### config.mk
export PLATFORM = sky130hd
export DESIGN_NAME = bdi_compressed_line_size_top
export DESIGN_NICKNAME = d
export VERILOG_FILES = /design/src/bdic_pkg.sv /design/src/bdic_fit.sv /design/src/bdi_compressed_line_size_top.sv
export SDC_FILE = /design/constraint.sdc
export NUM_CORES = 2
export LEC_CHECK = 0
export BUFFER_PORTS_ARGS = -buffer_cell sky130_fd_sc_hd__buf_2
export CORE_UTILIZATION = 38
export CTS_BUF_LIST = sky130_fd_sc_hd__clkbuf_16
export DETAILED_ROUTE_END_ITERATION = 16
export SYNTH_ARGS = -nofsm -noshare
export SYNTH_HDL_FRONTEND = slang
export SYNTH_HIERARCHICAL = 1
export SYNTH_SLANG_ARGS = --single-unit
### constraint.sdc
create_clock -name clk -period 6.9 [get_ports clk]
set_input_delay 0.345 -clock clk [delete_from_list [all_inputs] [get_ports clk]]
set_output_delay 0.345 -clock clk [all_outputs]
set_load 0.1 [all_outputs]
### src/bdic_pkg.sv
// Types, constants and range checks for the BDI line size pipeline.
package bdic_pkg;

  localparam int unsigned NUM_WORDS = 8;
  localparam int unsigned LINE_BITS = 512;
  localparam int unsigned N8 = 8;
  localparam int unsigned N4 = 16;
  localparam int unsigned N2 = 32;

  localparam logic [6:0] LINE_BYTES = 7'd64;
  localparam logic [6:0] SIZE_ZERO  = 7'd1;
  localparam logic [6:0] SIZE_REP4  = 7'd4;
  localparam logic [6:0] SIZE_REP8  = 7'd8;
  localparam logic [6:0] SIZE_B8D1  = 7'd16;
  localparam logic [6:0] SIZE_B4D1  = 7'd20;
  localparam logic [6:0] SIZE_B8D2  = 7'd24;
  localparam logic [6:0] SIZE_B2D1  = 7'd34;
  localparam logic [6:0] SIZE_B4D2  = 7'd36;
  localparam logic [6:0] SIZE_B8D4  = 7'd40;

  // Per-element fit flags: z* against the zero base, f* against element 0.
  typedef struct packed {
    logic            zero;
    logic            same8;
    logic            same4;
    logic [N8-1:0]   e8_z1;
    logic [N8-1:0]   e8_z2;
    logic [N8-1:0]   e8_z4;
    logic [N8-1:0]   e8_f1;
    logic [N8-1:0]   e8_f2;
    logic [N8-1:0]   e8_f4;
    logic [N4-1:0]   e4_z1;
    logic [N4-1:0]   e4_z2;
    logic [N4-1:0]   e4_f1;
    logic [N4-1:0]   e4_f2;
    logic [N2-1:0]   e2_z1;
    logic [N2-1:0]   e2_f1;
  } fit_flags_t;

  // Which encodings apply to the whole line.
  typedef struct packed {
    logic zero;
    logic rep4;
    logic rep8;
    logic b8d1;
    logic b4d1;
    logic b8d2;
    logic b2d1;
    logic b4d2;
    logic b8d4;
  } enc_flags_t;

  // Two's complement value lies within [-0xFF, 0xFF].
  function automatic logic fit_lim8(input logic [63:0] d);
    return (d[63:8] == '0) || ((&d[63:8]) && (|d[7:0]));
  endfunction

  // Two's complement value lies within [-0xFFFF, 0xFFFF].
  function automatic logic fit_lim16(input logic [63:0] d);
    return (d[63:16] == '0) || ((&d[63:16]) && (|d[15:0]));
  endfunction

  // Two's complement value lies within [-0xFFFFFFFF, 0xFFFFFFFF].
  function automatic logic fit_lim32(input logic [63:0] d);
    return (d[63:32] == '0) || ((&d[63:32]) && (|d[31:0]));
  endfunction

endpackage

### src/bdic_fit.sv
// Element fit stage: differences and range checks for every element size.
module bdic_fit
  import bdic_pkg::*;
(
  input  logic                 clk,
  input  logic                 rst,
  input  logic                 line_valid,
  input  logic [LINE_BITS-1:0] line,
  output logic                 flags_valid,
  output fit_flags_t           flags
);

  logic [N8-1:0] z81, z82, z84, f81, f82, f84, eq8;
  logic [N4-1:0] z41, z42, f41, f42, eq4;
  logic [N2-1:0] z21, f21;
  fit_flags_t    flags_next;

  genvar i;
  generate
    for (i = 0; i < N8; i++) begin : g_e8
      logic [63:0] v, d;
      assign v = line[i*64 +: 64];
      // Wrap the difference at 64 bits.
      assign d = line[63:0] - v;
      assign z81[i] = fit_lim8(v);
      assign z82[i] = fit_lim16(v);
      assign z84[i] = fit_lim32(v);
      assign f81[i] = fit_lim8(d);
      assign f82[i] = fit_lim16(d);
      assign f84[i] = fit_lim32(d);
      assign eq8[i] = (v == line[63:0]);
    end
    for (i = 0; i < N4; i++) begin : g_e4
      logic [31:0] v;
      logic [32:0] d;
      logic [63:0] dx;
      assign v  = line[i*32 +: 32];
      assign d  = {1'b0, line[31:0]} - {1'b0, v};
      assign dx = {{31{d[32]}}, d};
      assign z41[i] = fit_lim8({32'd0, v});
      assign z42[i] = fit_lim16({32'd0, v});
      assign f41[i] = fit_lim8(dx);
      assign f42[i] = fit_lim16(dx);
      assign eq4[i] = (v == line[31:0]);
    end
    for (i = 0; i < N2; i++) begin : g_e2
      logic [15:0] v;
      logic [16:0] d;
      logic [63:0] dx;
      assign v  = line[i*16 +: 16];
      assign d  = {1'b0, line[15:0]} - {1'b0, v};
      assign dx = {{47{d[16]}}, d};
      assign z21[i] = fit_lim8({48'd0, v});
      assign f21[i] = fit_lim8(dx);
    end
  endgenerate

  always_comb begin
    flags_next.zero  = (line == '0);
    flags_next.same8 = &eq8;
    flags_next.same4 = &eq4;
    flags_next.e8_z1 = z81;
    flags_next.e8_z2 = z82;
    flags_next.e8_z4 = z84;
    flags_next.e8_f1 = f81;
    flags_next.e8_f2 = f82;
    flags_next.e8_f4 = f84;
    flags_next.e4_z1 = z41;
    flags_next.e4_z2 = z42;
    flags_next.e4_f1 = f41;
    flags_next.e4_f2 = f42;
    flags_next.e2_z1 = z21;
    flags_next.e2_f1 = f21;
  end

  always_ff @(posedge clk) begin
    if (rst) begin
      flags_valid <= 1'b0;
    end else begin
      flags_valid <= line_valid;
    end
    flags <= flags_next;
  end

endmodule

### src/bdi_compressed_line_size_top.sv
// Top level: four-stage pipeline computing the BDI compressed size of a line.
// Path: an accepted line passes the line, fit flag, encoding and result
//   registers in order; done then goes high with its compressed size.
// Throughput: one line per cycle; busy stays low, there is no backpressure.
// Reset: synchronous rst clears every stage valid bit; payload is not reset.
// Rate is set by the element fit stage (64-bit subtract plus range check).
module bdi_compressed_line_size_top
  import bdic_pkg::*;
(
  input  logic        clk,
  input  logic        rst,
  input  logic        start,
  output logic        busy,
  input  logic [63:0] word0,
  input  logic [63:0] word1,
  input  logic [63:0] word2,
  input  logic [63:0] word3,
  input  logic [63:0] word4,
  input  logic [63:0] word5,
  input  logic [63:0] word6,
  input  logic [63:0] word7,
  output logic        done,
  output logic [6:0]  compressed_size
);

  // Stage 1: capture the line.
  logic                 line_valid;
  logic [LINE_BITS-1:0] line;

  // Stage 2: per-element fit flags.
  logic                 flags_valid;
  fit_flags_t           flags;

  // Stage 3: per-encoding verdicts.
  logic                 enc_valid;
  enc_flags_t           enc;
  enc_flags_t           enc_next;

  logic [6:0]           size_next;

  // Every cycle can take a new transaction.
  assign busy = 1'b0;

  always_ff @(posedge clk) begin
    if (rst) begin
      line_valid <= 1'b0;
    end else begin
      line_valid <= start;
    end
    line <= {word7, word6, word5, word4, word3, word2, word1, word0};
  end

  bdic_fit u_fit (
    .clk         (clk),
    .rst         (rst),
    .line_valid  (line_valid),
    .line        (line),
    .flags_valid (flags_valid),
    .flags       (flags)
  );

  // Reduce element flags. Element 0 joins as a second base only when it
  // does not fit against the zero base itself.
  always_comb begin
    enc_next.zero = flags.zero;
    enc_next.rep8 = flags.same8;
    enc_next.rep4 = flags.same4;
    enc_next.b8d1 = &(flags.e8_z1 | (flags.e8_f1 & {N8{~flags.e8_z1[0]}}));
    enc_next.b8d2 = &(flags.e8_z2 | (flags.e8_f2 & {N8{~flags.e8_z2[0]}}));
    enc_next.b8d4 = &(flags.e8_z4 | (flags.e8_f4 & {N8{~flags.e8_z4[0]}}));
    enc_next.b4d1 = &(flags.e4_z1 | (flags.e4_f1 & {N4{~flags.e4_z1[0]}}));
    enc_next.b4d2 = &(flags.e4_z2 | (flags.e4_f2 & {N4{~flags.e4_z2[0]}}));
    enc_next.b2d1 = &(flags.e2_z1 | (flags.e2_f1 & {N2{~flags.e2_z1[0]}}));
  end

  always_ff @(posedge clk) begin
    if (rst) begin
      enc_valid <= 1'b0;
    end else begin
      enc_valid <= flags_valid;
    end
    enc <= enc_next;
  end

  // Pick the smallest applicable size; arms are ordered by size.
  always_comb begin
    if (enc.zero) begin
      size_next = SIZE_ZERO;
    end else if (enc.rep4) begin
      size_next = SIZE_REP4;
    end else if (enc.rep8) begin
      size_next = SIZE_REP8;
    end else if (enc.b8d1) begin
      size_next = SIZE_B8D1;
    end else if (enc.b4d1) begin
      size_next = SIZE_B4D1;
    end else if (enc.b8d2) begin
      size_next = SIZE_B8D2;
    end else if (enc.b2d1) begin
      size_next = SIZE_B2D1;
    end else if (enc.b4d2) begin
      size_next = SIZE_B4D2;
    end else if (enc.b8d4) begin
      size_next = SIZE_B8D4;
    end else begin
      size_next = LINE_BYTES;
    end
  end

  // Stage 4: result register; done strobes for exactly one cycle per line.
  always_ff @(posedge clk) begin
    if (rst) begin
      done <= 1'b0;
    end else begin
      done <= enc_valid;
    end
    compressed_size <= size_next;
  end

endmodule

==> impl_results.md <==
- Pre-CTS setup slack: around 810 ps
- Post-route DRC violation count: 0
- Final Max Tran Viols: 7
- Worst Tran Pin Value: between 1500 and 2000 ps
- WL per Instance: around 32 µm
- Slew margin rel.: -7.87%
- Fin cells: approximately 14,000
- Post-synthesis register bit count: 705
- Row count: ~160
- Top_reg_cell synth: dfxtp_1
- Internal: between 9 and 10 mW
- Status: finished, violations left
- Share of layout cells above drive strength 1: about 9.0%
- Mux contribution to synthesized area: less than 1%
- Power per standard cell area: between 150 and 200 nW/µm²
- Clock sink count: between 700 and 800
- Gr usage total: 43.0%
- Worst EP required: about 7500 ps
- Vias: roughly 90,000
- Avg Vias per Cell: between 6 and 7
- Clk_skew: a little under 50 ps
- DR iter-0 viols: between 10,000 and 15,000
- Failing checks: capacitance limit, slew limit
- Switching pwr: ~7.1 mW
- Total Die Area: 198,000 µm²
- Post-synthesis area per instance: 7.49 µm²
- Clk buf depth: 3
- Die height: roughly 440 µm
- Max-Cap Viols: 1
- Post-synth EDFFs: 0
- Max FO, Critical Path: 10
- Fillers: 19,500
- Syn Inst Count: around 10,000
- Post-Syn Area: 74,500 µm²
- Startpoint Class: flip-flop
- DP Cell Count: roughly 13,000
- Clk network pwr share: between 20% and 30%
- Sequential element share of the synthesized area: 18.9%
- Post-Route WL: roughly 450,000 µm
- Asr flop ratio synth: 0%
- Tmin final: roughly 6300 ps
- Synth area leaders: dfxtp_1 19%, ha_1 16%, a21oi_1 5.9%
- Synth area leader: dfxtp_1
- Worst-path clk slew: roughly 60 ps
- XOR/XNOR Fraction of Synth Area: under 10%
- Total power: roughly 16 mW
- Switching share of total power: 42.9%
- Global-route wire length before repair: between 600,000 and 700,000 µm
- Min-delay worst type: in -> reg
- Clk root buf: clkbuf_16
- Simple-Gate Fraction of Synth Area: 25.0%
- Layout Nets: roughly 12,000
- Final Worst Setup Slack: about 580 ps
- Seq pwr share: 27.9%
- Main combinational cell family by area after synthesis: compound AO/OA/AOI/OAI gates
- Post-cts resize count: 0
- Total gr overflow: 0
- Synthesis-to-finish area growth: 19.7%
- Multi-input logic area: ~57,000 µm²
- Num CTS Buffers: 87
- RD Place Congestion: 1.12
- Logic pwr share: about 43%
- Post-route ant nets: 0
- FF/Latch Area: 14,200 µm²
- Crit end category: flip-flop
- Fin. Hold Viols: 0
- Starting density of the core: 38.2%
- Unrepaired setup endpoints after global routing: no
- Arrival @ worst endpoint: 6910 ps
- Compound-gate portion of the synthesized area: approximately a quarter
- Peak supply drop: 211 µV
- Vias in the first global route: just over 80,000
- Largest net degree at the start of global routing: 24
- Area share of the largest cell type after synthesis: a little under a fifth
- Final setup violating endpoints: 0
- DPL Wire Length: 358,000 µm
- Core footprint: 195,000 µm²
- Ports: ~520
- Pre-antenna DRT Iters: 6
- Initial antenna violation count: 65
- Synth warn: 6
- Setup TNS: 0 ps
- CTS tree: yes
- Clk_lat worst skew: ~780 ps
- Fmax: about 160 MHz
- Die Width: approximately 440 µm
- CP Class: reg -> reg
- Leak pwr: between 30 and 40 nW
- Period Utilization, post-route: between 90% and 100%
- H-Tree Depth: 3
- Port bufs: 522
- Finished Core Util: between 40% and 50%
- Cell variety after synth: 101
- Synth Area in Adders: between 15 and 20%
## worst paths after layout
kind	startpoint	end	slack (ps)	cells past startpoint
worst max-delay path	line[13]	u_fit/flags[90]	580	15
worst min register to register	u_fit/flags[178]	enc[8]	340	0
worst max register to register	line[13]	u_fit/flags[90]	580	15
worst min-delay path	word7[28]	line[476]	200	2
## synth_stat cells (115+ instances only)
cell type,number
xor2_1,296
nor2b_1,121
xnor2_1,444
nand2b_1,131
o21ai_0,519
nor2_1,683
nand3_1,272
inv_1,750
dfxtp_1,705
a21oi_1,874
o21bai_1,119
ha_1,953
and3_1,127
a21o_1,362
nand2_1,794
nor4_1,283
nor3_1,267
a31oi_1,115
nand4_1,511
clkbuf_1,222
## power by group through the flow
stage	Sequential, mW	Combinational [mW]	Clock (mW)
after detailed placement	4.66	6.55	0
final	4.60	7.11	4.78
after global placement	4.66	6.53	0
after global routing	4.58	7.56	5.01
after floorplan	4.48	4.49	0
after CTS	4.57	6.82	4.84
## layout by cell type (no fill, tap or decap), types with 69 or more instances in the layout
cell           count
nand4_1          511
nand2b_1         131
dfxtp_1          670
dlygate4sd3_1    514
nor3_1           265
o21a_1           111
buf_2            522
and3_1           127
ha_1             953
buf_4            154
a21o_1           362
o21bai_1         119
nor2_1           683
nand3_1          272
clkbuf_16         87
inv_1            754
a31oi_1          115
o21ai_0          519
nand2_1          794
xnor2_1          444
nor2b_1          121
xor2_1           296
a211oi_1          83
o211ai_1          69
nor4_1           272
a21oi_1          874
diode_2           95
## sequential cells by signal, indices dropped and copies added (netlist names)
signal	cells
line	512
line_valid	1
enc	9
u_fit/flags	173
u_fit/flags_valid	1
compressed_size	7
done	1
enc_valid	1
## layout make-up
class,count,area share [%]
multi-input cells,8266,63.6
flip-flops and latches,705,15.9
repair buffers,1199,10.2
well taps,2624,3.68
inverters,750,3.16
clock buffers,87,2.44
clock inverters,75,0.799
diodes,95,0.266
## cells by family after synthesis
| family | count (synthesis) |
|---|---|
| other | 2 |
| DFF | 705 |
| xor gates and xnor gates | 740 |
| muxes | 57 |
| adders and majority gates | 975 |
| AOI/OAI and AO/OA | 2890 |
| buffers and inverters | 992 |
| and+or+nand+nor | 3597 |
## timing repair
item | CTS | global route
hold buffers | 514 | 0
hold endpoints to repair | 516 | 0
buffers inserted | 0 | 0
## stage by stage
step                hold slack (ps)  cell area, µm²
finish                          202           89200
global route                    192           89100
CTS                             155           89000
detailed placement              328           81000
global placement                339           81000
floorplan                       310           74600
## worst max-delay path, stage by stage (launching register included)
cell     delay, ps
dfxtp_2        940
buf_4          420
ha_1           320
nand3_1        230
nor4_1        1200
nand2_1        200
o21ai_0        360
or2_2          240
a21oi_1         90
xnor2_1        150
or4_1          530
nor4_1         320
nand4_1        350
nor2_1         290
inv_1           60
mux2i_1        400
## metal layers
| metal | routed length, µm | part of all wire (%) | track usage (%) |
|---|---|---|---|
| met1 | 168000 | 38 | 51.3 |
| met2 | 183000 | 41 | 62.4 |
| met3 | 52300 | 12 | 13.3 |
| met4 | 42500 | 9.5 | 37.2 |
| met5 | 210 | 0.047 | 0 |
Power figures use the tool's default switching activity.
